<file path="src/hdl/update_image_stream_verifier_top_assert.svh">
// Assertion macros for the update image stream verifier.
`ifndef UPDATE_IMAGE_STREAM_VERIFIER_TOP_ASSERT_SVH
`define UPDATE_IMAGE_STREAM_VERIFIER_TOP_ASSERT_SVH
`ifndef ASSERT_OFF
// Same-cycle implication, checked on every rising edge outside reset.
`define USV_ASSERT_IMP(lbl, a, b) \
  lbl: assert property (@(posedge clk) disable iff (!rst_n) (a) |-> (b)) \
    else $error("usv assertion failed");
// Next-cycle implication.
`define USV_ASSERT_NXT(lbl, a, b) \
  lbl: assert property (@(posedge clk) disable iff (!rst_n) (a) |=> (b)) \
    else $error("usv assertion failed");
`else
`define USV_ASSERT_IMP(lbl, a, b)
`define USV_ASSERT_NXT(lbl, a, b)
`endif
`endif

</file>
<file path="src/hdl/usv_pkg.sv">
// Constants, status codes and beat types of the update image stream verifier.
package usv_pkg;

  localparam int MAX_BLOCKS = 32;
  localparam int PATH_BYTES = 64;
  localparam int ENTRY_LEN  = PATH_BYTES + 16;
  localparam int FIXED_HEAD = 24;
  localparam int HDR_LEN    = FIXED_HEAD + MAX_BLOCKS * ENTRY_LEN;
  localparam int SUM_START  = 8;
  localparam int SUM_OFS    = ENTRY_LEN - 4;

  localparam int OFF_W     = $clog2(HDR_LEN + 1);
  localparam int EP_W      = $clog2(ENTRY_LEN);
  localparam int BLK_IDX_W = $clog2(MAX_BLOCKS);
  localparam int BLK_CNT_W = $clog2(MAX_BLOCKS + 1);

  localparam logic [2:0] ST_OK        = 3'd0;
  localparam logic [2:0] ST_TRUNC     = 3'd1;
  localparam logic [2:0] ST_HDR_SUM   = 3'd2;
  localparam logic [2:0] ST_START_SCR = 3'd3;
  localparam logic [2:0] ST_END_SCR   = 3'd4;
  localparam logic [2:0] ST_BLK_SUM   = 3'd5;
  localparam logic [2:0] ST_TOO_MANY  = 3'd6;

  typedef struct packed {
    logic [7:0] data_byte;
    logic       stream_end;
  } in_item_t;

  typedef struct packed {
    logic [2:0]  status;
    logic [4:0]  failing_block;
    logic [31:0] computed_sum;
    logic [31:0] expected_sum;
  } out_item_t;

endpackage

</file>
<file path="src/hdl/update_image_stream_verifier_top.sv">
// Update image stream verifier: header parse, section sums and one verdict per image.
//
// Takes one image byte per cycle while it parses the header and while it sums the bytes
// of a section, as long as no verdict waits untaken. Block sizes and block sums from the
// header go into two 32-entry tables with a registered read; each block pauses the input
// to fetch its table entry, each section end pauses it to judge its sum (empty sections
// chain one after another), and the byte flagged stream_end is followed by a pause that
// closes the image. The tables need no clearing: the header writes every entry before it
// is read. A verdict waits in an output register; input stalls while it waits untaken.
`include "update_image_stream_verifier_top_assert.svh"

module update_image_stream_verifier_top (
  input  logic                clk,
  input  logic                rst_n,
  input  logic                in_valid,
  output logic                in_ready,
  input  usv_pkg::in_item_t   in_data,
  output logic                out_valid,
  input  logic                out_ready,
  output usv_pkg::out_item_t  out_data
);

  typedef enum logic [4:0] {
    PH_HDR  = 5'b00001,
    PH_SS   = 5'b00010,
    PH_ES   = 5'b00100,
    PH_BLK  = 5'b01000,
    PH_DONE = 5'b10000
  } phase_t;

  localparam int IW = usv_pkg::BLK_IDX_W;
  localparam int CW = usv_pkg::BLK_CNT_W;
  localparam int OW = usv_pkg::OFF_W;
  localparam int EW = usv_pkg::EP_W;

  phase_t            phase_r, phase_nxt;
  logic [OW-1:0]     off_r, off_nxt;
  logic [EW-1:0]     ent_pos_r, ent_pos_nxt;
  logic [CW-1:0]     ent_idx_r, ent_idx_nxt;
  logic [31:0]       word_r, word_nxt;
  logic [31:0]       hsum_r, hsum_nxt;
  logic [31:0]       total_r, total_nxt;
  logic [31:0]       scr_r [0:3];
  logic [31:0]       scr_nxt [0:3];
  logic [31:0]       rsum_r, rsum_nxt;
  logic [31:0]       cnt_r, cnt_nxt;
  logic [CW-1:0]     blk_r, blk_nxt;
  logic              ld_r, ld_nxt;
  logic              last_r, last_nxt;
  logic              out_valid_r;
  usv_pkg::out_item_t out_data_r;

  // block tables
  logic [31:0]       size_mem [0:usv_pkg::MAX_BLOCKS-1];
  logic [31:0]       sum_mem  [0:usv_pkg::MAX_BLOCKS-1];
  logic [31:0]       size_q, sum_q;
  logic              size_we, sum_we;
  logic [IW-1:0]     rd_addr;

  logic              in_fire, can_emit, settling, emit;
  usv_pkg::out_item_t emit_data;
  logic [7:0]        b;
  logic              in_fixed, in_size, in_sum;
  logic [EW-1:0]     sum_pos;
  logic [1:0]        pos;
  logic [31:0]       word_step;
  logic [31:0]       hdr_sum;
  logic [1:0]        fld_idx;
  logic [CW-1:0]     blk_inc;

  assign can_emit  = !out_valid_r || out_ready;
  assign settling  = (phase_r == PH_SS || phase_r == PH_ES || phase_r == PH_BLK) &&
                     (ld_r || cnt_r == 32'd0);
  assign in_ready  = can_emit && !settling && !last_r;
  assign in_fire   = in_valid && in_ready;
  assign out_valid = out_valid_r;
  assign out_data  = out_data_r;

  assign b        = in_data.data_byte;
  assign in_fixed = off_r < OW'(usv_pkg::FIXED_HEAD);
  assign in_size  = !in_fixed && (ent_pos_r < EW'(4));
  assign in_sum   = !in_fixed && (ent_pos_r >= EW'(usv_pkg::SUM_OFS));
  assign sum_pos  = ent_pos_r - EW'(usv_pkg::SUM_OFS);
  assign pos      = in_fixed ? off_r[1:0] : (in_size ? ent_pos_r[1:0] : sum_pos[1:0]);
  assign word_step = (pos == 2'd0) ? {24'd0, b} : (word_r | ({24'd0, b} << {pos, 3'b000}));
  assign hdr_sum  = rsum_r + {24'd0, b};
  assign fld_idx  = 2'(off_r[4:2] - 3'd2);
  assign blk_inc  = blk_r + CW'(1);
  assign rd_addr  = blk_nxt[IW-1:0];

  always_comb begin
    phase_nxt   = phase_r;
    off_nxt     = off_r;
    ent_pos_nxt = ent_pos_r;
    ent_idx_nxt = ent_idx_r;
    word_nxt    = word_r;
    hsum_nxt    = hsum_r;
    total_nxt   = total_r;
    scr_nxt     = scr_r;
    rsum_nxt    = rsum_r;
    cnt_nxt     = cnt_r;
    blk_nxt     = blk_r;
    ld_nxt      = ld_r;
    last_nxt    = last_r;
    emit        = 1'b0;
    emit_data   = '0;
    size_we     = 1'b0;
    sum_we      = 1'b0;

    if (last_r && !settling && can_emit) begin
      // close the image: report truncation if nothing was judged, then rearm
      if (phase_r != PH_DONE) begin
        emit = 1'b1;
        emit_data.status       = usv_pkg::ST_TRUNC;
        emit_data.computed_sum = rsum_r;
        case (phase_r)
          PH_HDR:  emit_data.expected_sum = hsum_r;
          PH_SS:   emit_data.expected_sum = scr_r[1];
          PH_ES:   emit_data.expected_sum = scr_r[3];
          PH_BLK:  emit_data.expected_sum = sum_q;
          default: emit_data.expected_sum = 32'd0;
        endcase
      end
      phase_nxt   = PH_HDR;
      off_nxt     = '0;
      ent_pos_nxt = '0;
      ent_idx_nxt = '0;
      word_nxt    = '0;
      hsum_nxt    = '0;
      total_nxt   = '0;
      for (int i = 0; i < 4; i++) scr_nxt[i] = '0;
      rsum_nxt    = '0;
      cnt_nxt     = '0;
      blk_nxt     = '0;
      ld_nxt      = 1'b0;
      last_nxt    = 1'b0;
    end else if (settling && can_emit) begin
      case (phase_r)
        PH_SS: begin
          if (rsum_r != scr_r[1]) begin
            emit = 1'b1;
            emit_data.status       = usv_pkg::ST_START_SCR;
            emit_data.computed_sum = rsum_r;
            emit_data.expected_sum = scr_r[1];
            phase_nxt = PH_DONE;
          end else begin
            rsum_nxt  = '0;
            phase_nxt = PH_ES;
            cnt_nxt   = scr_r[2];
          end
        end
        PH_ES: begin
          if (rsum_r != scr_r[3]) begin
            emit = 1'b1;
            emit_data.status       = usv_pkg::ST_END_SCR;
            emit_data.computed_sum = rsum_r;
            emit_data.expected_sum = scr_r[3];
            phase_nxt = PH_DONE;
          end else begin
            rsum_nxt  = '0;
            blk_nxt   = '0;
            if (total_r == 32'd0) begin
              emit = 1'b1;
              emit_data.status = usv_pkg::ST_OK;
              phase_nxt = PH_DONE;
            end else begin
              phase_nxt = PH_BLK;
              ld_nxt    = 1'b1;
            end
          end
        end
        PH_BLK: begin
          if (ld_r) begin
            cnt_nxt = size_q;
            ld_nxt  = 1'b0;
          end else if (rsum_r != sum_q) begin
            emit = 1'b1;
            emit_data.status        = usv_pkg::ST_BLK_SUM;
            emit_data.failing_block = 5'(blk_r);
            emit_data.computed_sum  = rsum_r;
            emit_data.expected_sum  = sum_q;
            phase_nxt = PH_DONE;
          end else begin
            rsum_nxt = '0;
            blk_nxt  = blk_inc;
            if (32'(blk_inc) >= total_r) begin
              emit = 1'b1;
              emit_data.status = usv_pkg::ST_OK;
              phase_nxt = PH_DONE;
            end else begin
              ld_nxt = 1'b1;
            end
          end
        end
        default: ;
      endcase
    end else if (in_fire) begin
      last_nxt = in_data.stream_end;
      case (phase_r)
        PH_HDR: begin
          if (off_r >= OW'(usv_pkg::SUM_START)) rsum_nxt = hdr_sum;
          if (in_fixed || in_size || in_sum) word_nxt = word_step;
          if (in_fixed) begin
            case (off_r[4:2])
              3'd0:    hsum_nxt = word_step;
              3'd1:    total_nxt = word_step;
              default: scr_nxt[fld_idx] = word_step;
            endcase
          end else begin
            size_we = in_size && (pos == 2'd3);
            sum_we  = in_sum && (pos == 2'd3);
            if (ent_pos_r == EW'(usv_pkg::ENTRY_LEN - 1)) begin
              ent_pos_nxt = '0;
              ent_idx_nxt = ent_idx_r + CW'(1);
            end else begin
              ent_pos_nxt = ent_pos_r + EW'(1);
            end
          end
          off_nxt = off_r + OW'(1);
          if (off_r == OW'(usv_pkg::HDR_LEN - 1)) begin
            if (hdr_sum != hsum_r) begin
              emit = 1'b1;
              emit_data.status       = usv_pkg::ST_HDR_SUM;
              emit_data.computed_sum = hdr_sum;
              emit_data.expected_sum = hsum_r;
              phase_nxt = PH_DONE;
            end else if (total_r > 32'(usv_pkg::MAX_BLOCKS)) begin
              emit = 1'b1;
              emit_data.status       = usv_pkg::ST_TOO_MANY;
              emit_data.computed_sum = total_r;
              emit_data.expected_sum = 32'(usv_pkg::MAX_BLOCKS);
              phase_nxt = PH_DONE;
            end else begin
              phase_nxt = PH_SS;
              rsum_nxt  = '0;
              cnt_nxt   = scr_r[0];
            end
          end
        end
        PH_SS, PH_ES, PH_BLK: begin
          rsum_nxt = rsum_r + {24'd0, b};
          cnt_nxt  = cnt_r - 32'd1;
        end
        default: ; // drop bytes after the verdict
      endcase
    end
  end

  always_ff @(posedge clk) begin
    if (!rst_n) begin
      phase_r   <= PH_HDR;
      off_r     <= '0;
      ent_pos_r <= '0;
      ent_idx_r <= '0;
      word_r    <= '0;
      hsum_r    <= '0;
      total_r   <= '0;
      for (int i = 0; i < 4; i++) scr_r[i] <= '0;
      rsum_r    <= '0;
      cnt_r     <= '0;
      blk_r     <= '0;
      ld_r      <= 1'b0;
      last_r    <= 1'b0;
      out_valid_r <= 1'b0;
    end else begin
      phase_r   <= phase_nxt;
      off_r     <= off_nxt;
      ent_pos_r <= ent_pos_nxt;
      ent_idx_r <= ent_idx_nxt;
      word_r    <= word_nxt;
      hsum_r    <= hsum_nxt;
      total_r   <= total_nxt;
      scr_r     <= scr_nxt;
      rsum_r    <= rsum_nxt;
      cnt_r     <= cnt_nxt;
      blk_r     <= blk_nxt;
      ld_r      <= ld_nxt;
      last_r    <= last_nxt;
      if (emit) begin
        out_valid_r <= 1'b1;
      end else if (out_ready) begin
        out_valid_r <= 1'b0;
      end
    end
  end

  always_ff @(posedge clk) begin
    if (emit) begin
      out_data_r <= emit_data;
    end
  end

  // table write on the last byte of a word, registered read of the next block
  always_ff @(posedge clk) begin
    if (size_we) begin
      size_mem[ent_idx_r[IW-1:0]] <= word_step;
    end
    if (sum_we) begin
      sum_mem[ent_idx_r[IW-1:0]] <= word_step;
    end
    size_q <= size_mem[rd_addr];
    sum_q  <= sum_mem[rd_addr];
  end

  `USV_ASSERT_IMP(a_ld_in_blk, ld_r, phase_r == PH_BLK)
  `USV_ASSERT_IMP(a_blk_in_range, phase_r == PH_BLK, 32'(blk_r) < total_r)
  `USV_ASSERT_IMP(a_no_overwrite, out_valid_r && !out_ready, !emit)
  `USV_ASSERT_NXT(a_emit_ends, emit, phase_r == PH_DONE || phase_r == PH_HDR)

endmodule

</file>
<file path="config.mk">
export PLATFORM = sky130hd
export DESIGN_NAME = update_image_stream_verifier_top
export DESIGN_NICKNAME = d
export VERILOG_FILES = /design/src/hdl/usv_pkg.sv /design/src/hdl/update_image_stream_verifier_top.sv
export VERILOG_INCLUDE_DIRS = /design/src /design/src/hdl
export SDC_FILE = /design/constraint.sdc
export NUM_CORES = 2
export LEC_CHECK = 0
export CORE_ASPECT_RATIO = 1.75
export CORE_UTILIZATION = 40
export DETAILED_ROUTE_END_ITERATION = 8
export DONT_BUFFER_PORTS = 1
export PLACE_DENSITY = 0.56
export SYNTH_ARGS = -nofsm -noshare
export SYNTH_HDL_FRONTEND = slang
export SYNTH_SLANG_ARGS = --single-unit
export TNS_END_PERCENT = 30
</file>
<file path="constraint.sdc">
create_clock -name clk -period 5.3 [get_ports clk]
set_input_delay 0.53 -clock clk [delete_from_list [all_inputs] [get_ports clk]]
set_output_delay 0.53 -clock clk [all_outputs]
set_load 0.01 [all_outputs]
</file>
==> Implementation_results.wiki <==
{| class="wikitable"
! Metric !! Value
|-
| Post-synthesis cell type with the largest combined area || sky130_fd_sc_hd__edfxtp_1
|-
| Core outline area || 257000 um^2
|-
| Mean cell area of the mapped netlist || 13.1 um^2
|-
| Total negative slack for setup checks || 0 ns
|-
| Pin slew with the least headroom to its limit || 1.39 ns
|-
| CTS H-tree depth || 4
|-
| Vias post-DR || 72400
|-
| Arrival time of data at the critical path endpoint || 6.01 ns
|-
| Final setup viols || 0
|-
| Primary FF master, synth || sky130_fd_sc_hd__edfxtp_1
|-
| Leakage || 38.9 nW
|-
| Starting Density || 40.3%
|-
| Number of primary I/O pins || 87
|-
| Distinct cell type count after synthesis || slightly below 100
|-
| TritonCTS buffer count || 229
|-
| TritonCTS clock tree || done
|-
| Detailed-routing iteration count for the pre-antenna-repair pass || 9
|-
| Area Growth Syn to Fin || 16.9%
|-
| Net count reported at finish || roughly 8300
|-
| Largest fanout of any net on the critical path || 47
|-
| RSZ-0062 raised after global routing || false
|-
| WL/cell || 34.7 um
|-
| WL final || 410000 um
|-
| DP HPWL || 275000 um
|-
| Hold path start || in_data[2]
|-
| R2R depth || 12
|-
| Largest clock skew in the final design || 0.113 ns
|-
| Maximum clock frequency || 0.189 GHz
|-
| Share of cells above drive strength 1 || 14.5%
|-
| CP endpoint kind || register
|-
| Worst path required time || 6.01 ns
|-
| Max-capacitance violation count || 0
|-
| CP startpoint || rsum_r[23]
|-
| Antenna violations before repair || 20
|-
| Count of antenna-violating nets left after detailed routing || 0
|-
| Power density relative to cell area || 334 nW/um^2
|-
| Warnings, synthesis || 0
|-
| GRT Overall Usage || 30.9%
|-
| IO buf count || 0
|-
| Final weighted congestion in routability-driven placement || around 0.98
|-
| Final hold violation count || 0
|-
| Post-route fraction of the period consumed by the critical path || 100%
|-
| Min cycle time layout || 5.30 ns
|-
| Residual DRC || 7
|-
| Register-to-Register Setup Slack || 0.002 ns
|-
| FF+latch area || 71500 um^2
|-
| Detailed Route Iter0 Violations || between 7000 and 8000
|-
| Area used by multi-input combinational logic || 30100 um^2
|-
| Hold WC Path Type || in2reg
|-
| First-pass GRT wire length || 559000 um
|-
| Filler instances || 22600
|-
| Source-to-sink clock delay at the later pin of the worst-skew pair || 0.94 ns
|-
| Clock Tree Buf Depth || 4
|-
| Total of flip-flops plus latches after synthesis || 2510
|-
| Clock edge transition at the registers on the reported setup and hold paths || 0.07 ns
|-
| Library cell used as clock root buffer || sky130_fd_sc_hd__clkbuf_16
|-
| Post-layout total power || 40.4 mW
|-
| Post-synth EDFFs || roughly 2100
|-
| Maximum number of pins on one net before global-route repair || 156
|-
| Number of rows in the core area || 246
|-
| Global-route congestion overflow total || 0
|-
| Synthesized cell area || between 100000 and 150000 um^2
|-
| Most used cells in the layout excluding fill and tap cells || sky130_fd_sc_hd__edfxtp_1, sky130_fd_sc_hd__nand2_1, sky130_fd_sc_hd__buf_4, sky130_fd_sc_hd__mux2i_1, sky130_fd_sc_hd__dfxtp_1
|-
| Vias in the first global route || 70500
|-
| Final count of pins violating max slew || 0
|-
| Violated checks || DRC
|-
| Die area || 261000 um^2
|-
| Sequential cell area fraction in the yosys report || 69.1%
|-
| Die Height || 674 um
|-
| Net Count, Synth || slightly below 8000
|-
| Critical R2R Launch || rsum_r[23]
|-
| Synthesized netlist cell count || 7899
|-
| Vias/cell || a little over 6
|-
| Main area contributors after synthesis || sky130_fd_sc_hd__edfxtp_1, sky130_fd_sc_hd__dfxtp_1, sky130_fd_sc_hd__nand2_1
|-
| Startpoint types || register
|-
| CTS sink count || 2510
|-
| Depth of the worst hold-timing path || 3
|-
| Run status || finished, violations left
|-
| Slew headroom || 7.19%
|-
| Class of the most critical setup path || reg2reg
|-
| Fraction of synthesis flops using an asynchronous set or reset pin || 0%
|-
| Top cell type's share of synthesized area || 61.6%
|-
| Worst-case vdd ir drop || 0.291 mV
|-
| Commonest non-fill, non-tap cell in the layout || sky130_fd_sc_hd__edfxtp_1
|-
| X dimension of the die || 386 um
|}
==> worst paths after layout <==
kind | endpoint
worst max-delay path | sum_q[4]
worst min-delay path | rsum_r[1]
worst max register to register | sum_q[4]
worst min register to register | scr_r[44]
==> sequential cells by signal (all words and copies together), names as in the netlist <==
signal	cells
sum_mem	1024
out_data	72
phase_r	5
cnt_r	32
scr_r	128
size_q	32
word_r	32
ld_r	1
sum_q	32
out_valid	1
off_r	12
size_mem	1024
total_r	32
last_r	1
ent_idx_r	5
blk_r	6
ent_pos_r	7
hsum_r	32
rsum_r	32
==> synthesized netlist by cell type, types with 42 or more instances <==
cell type and count:
sky130_fd_sc_hd__a32oi_1 180, sky130_fd_sc_hd__o221ai_1 93, sky130_fd_sc_hd__nand2_1 1422, sky130_fd_sc_hd__inv_1 65, sky130_fd_sc_hd__xor2_1 139, sky130_fd_sc_hd__a311oi_1 46
sky130_fd_sc_hd__o22ai_1 141, sky130_fd_sc_hd__o21ai_0 122, sky130_fd_sc_hd__dfxtp_1 390, sky130_fd_sc_hd__xnor2_1 46, sky130_fd_sc_hd__buf_2 161, sky130_fd_sc_hd__buf_1 42
sky130_fd_sc_hd__mux2i_1 512, sky130_fd_sc_hd__nand4_1 172, sky130_fd_sc_hd__a22oi_1 63, sky130_fd_sc_hd__nor2_1 337, sky130_fd_sc_hd__clkbuf_1 340, sky130_fd_sc_hd__edfxtp_1 2120
sky130_fd_sc_hd__a21oi_1 388, sky130_fd_sc_hd__o211ai_1 72, sky130_fd_sc_hd__a21o_1 50, sky130_fd_sc_hd__nand3_1 186, sky130_fd_sc_hd__nor3_1 101, sky130_fd_sc_hd__nor4_1 89
sky130_fd_sc_hd__a211oi_1 103
==> through the flow <==
stage | hold slack, ns | utilization [%] | cell area, um^2 | setup slack [ns] | instances
finish | 0.0731 | 47.1 | 121000 | 0.00243 | 11800
floorplan | 0.431 | - | 103000 | 0.578 | 7899
detailed placement | 0.443 | 44.1 | 113000 | -0.528 | 11400
global route | 0.0970 | 47.1 | 121000 | 0.0529 | 11800
global placement | 0.438 | 44.1 | 113000 | -0.811 | 11400
CTS | 0.0220 | 47.0 | 121000 | 0.130 | 11800
==> power breakdown <==
group          total, mW  leakage [nW]  switching [mW]  internal (mW)
sequential          21.8          21.4          0.0860           21.7
clock               17.1          3.69            7.47           9.63
combinational       1.49          13.8            1.22          0.270
total               40.4          38.9            8.77           31.6
==> layer usage <==
layer | global-route usage, % | wire length (um) | up-vias
met1 | 32.6 | 136000 | 37100
met3 | 4.48 | 25800 | 1092
met5 | 0 | 46 | -
met4 | 23.2 | 36800 | 6
met2 | 55.1 | 211000 | 3403
li1 | - | - | 30800
==> cell families (layout without fill, tap and decap cells) <==
group | after synthesis | in the layout | share of synthesized area (%)
muxes | 516 | 516 | 5.00
buffers and inverters | 638 | 1175 | 2.63
DFF | 2510 | 2510 | 69.1
AOI/OAI and AO/OA | 1531 | 1531 | 10.4
xor gates and xnor gates | 190 | 190 | 1.68
and+or+nand+nor | 2490 | 2490 | 10.8
other | 0 | 11 | 0
adders and majority gates | 24 | 24 | 0.298
==> repair_timing <==
item	in CTS	in global routing
setup buffers	0	0
resized for setup	6	5
hold buffers	5	0
hold endpoints to repair	3	0
pin swaps	0	1
endpoints found under the setup margin	6	95
==> worst max-delay path: stages, from the launching register on <==
cell,delay (ns)
sky130_fd_sc_hd__dfxtp_1,0.77
sky130_fd_sc_hd__xor2_1,0.33
sky130_fd_sc_hd__nor4_1,0.73
sky130_fd_sc_hd__and4_1,0.39
sky130_fd_sc_hd__and3_1,0.22
sky130_fd_sc_hd__nor2_1,0.13
sky130_fd_sc_hd__nor3_4,0.53
sky130_fd_sc_hd__buf_12,0.35
sky130_fd_sc_hd__buf_4,0.31
sky130_fd_sc_hd__mux2i_1,0.11
sky130_fd_sc_hd__a32oi_1,0.27
sky130_fd_sc_hd__nand4_1,0.20
sky130_fd_sc_hd__nor4_2,0.67
==> cell type report <==
cell class,count,share of cell area [%]
Antenna cell,11,0.0228
Clock buffer,297,5.12
Clock inverter,125,1.14
Inverter,65,0.202
Multi-Input combinational cell,4751,24.9
Sequential cell,2510,59.2
Tap cell,3348,3.47
Timing Repair Buffer,688,5.96
Power figures use the tool's default switching activity.
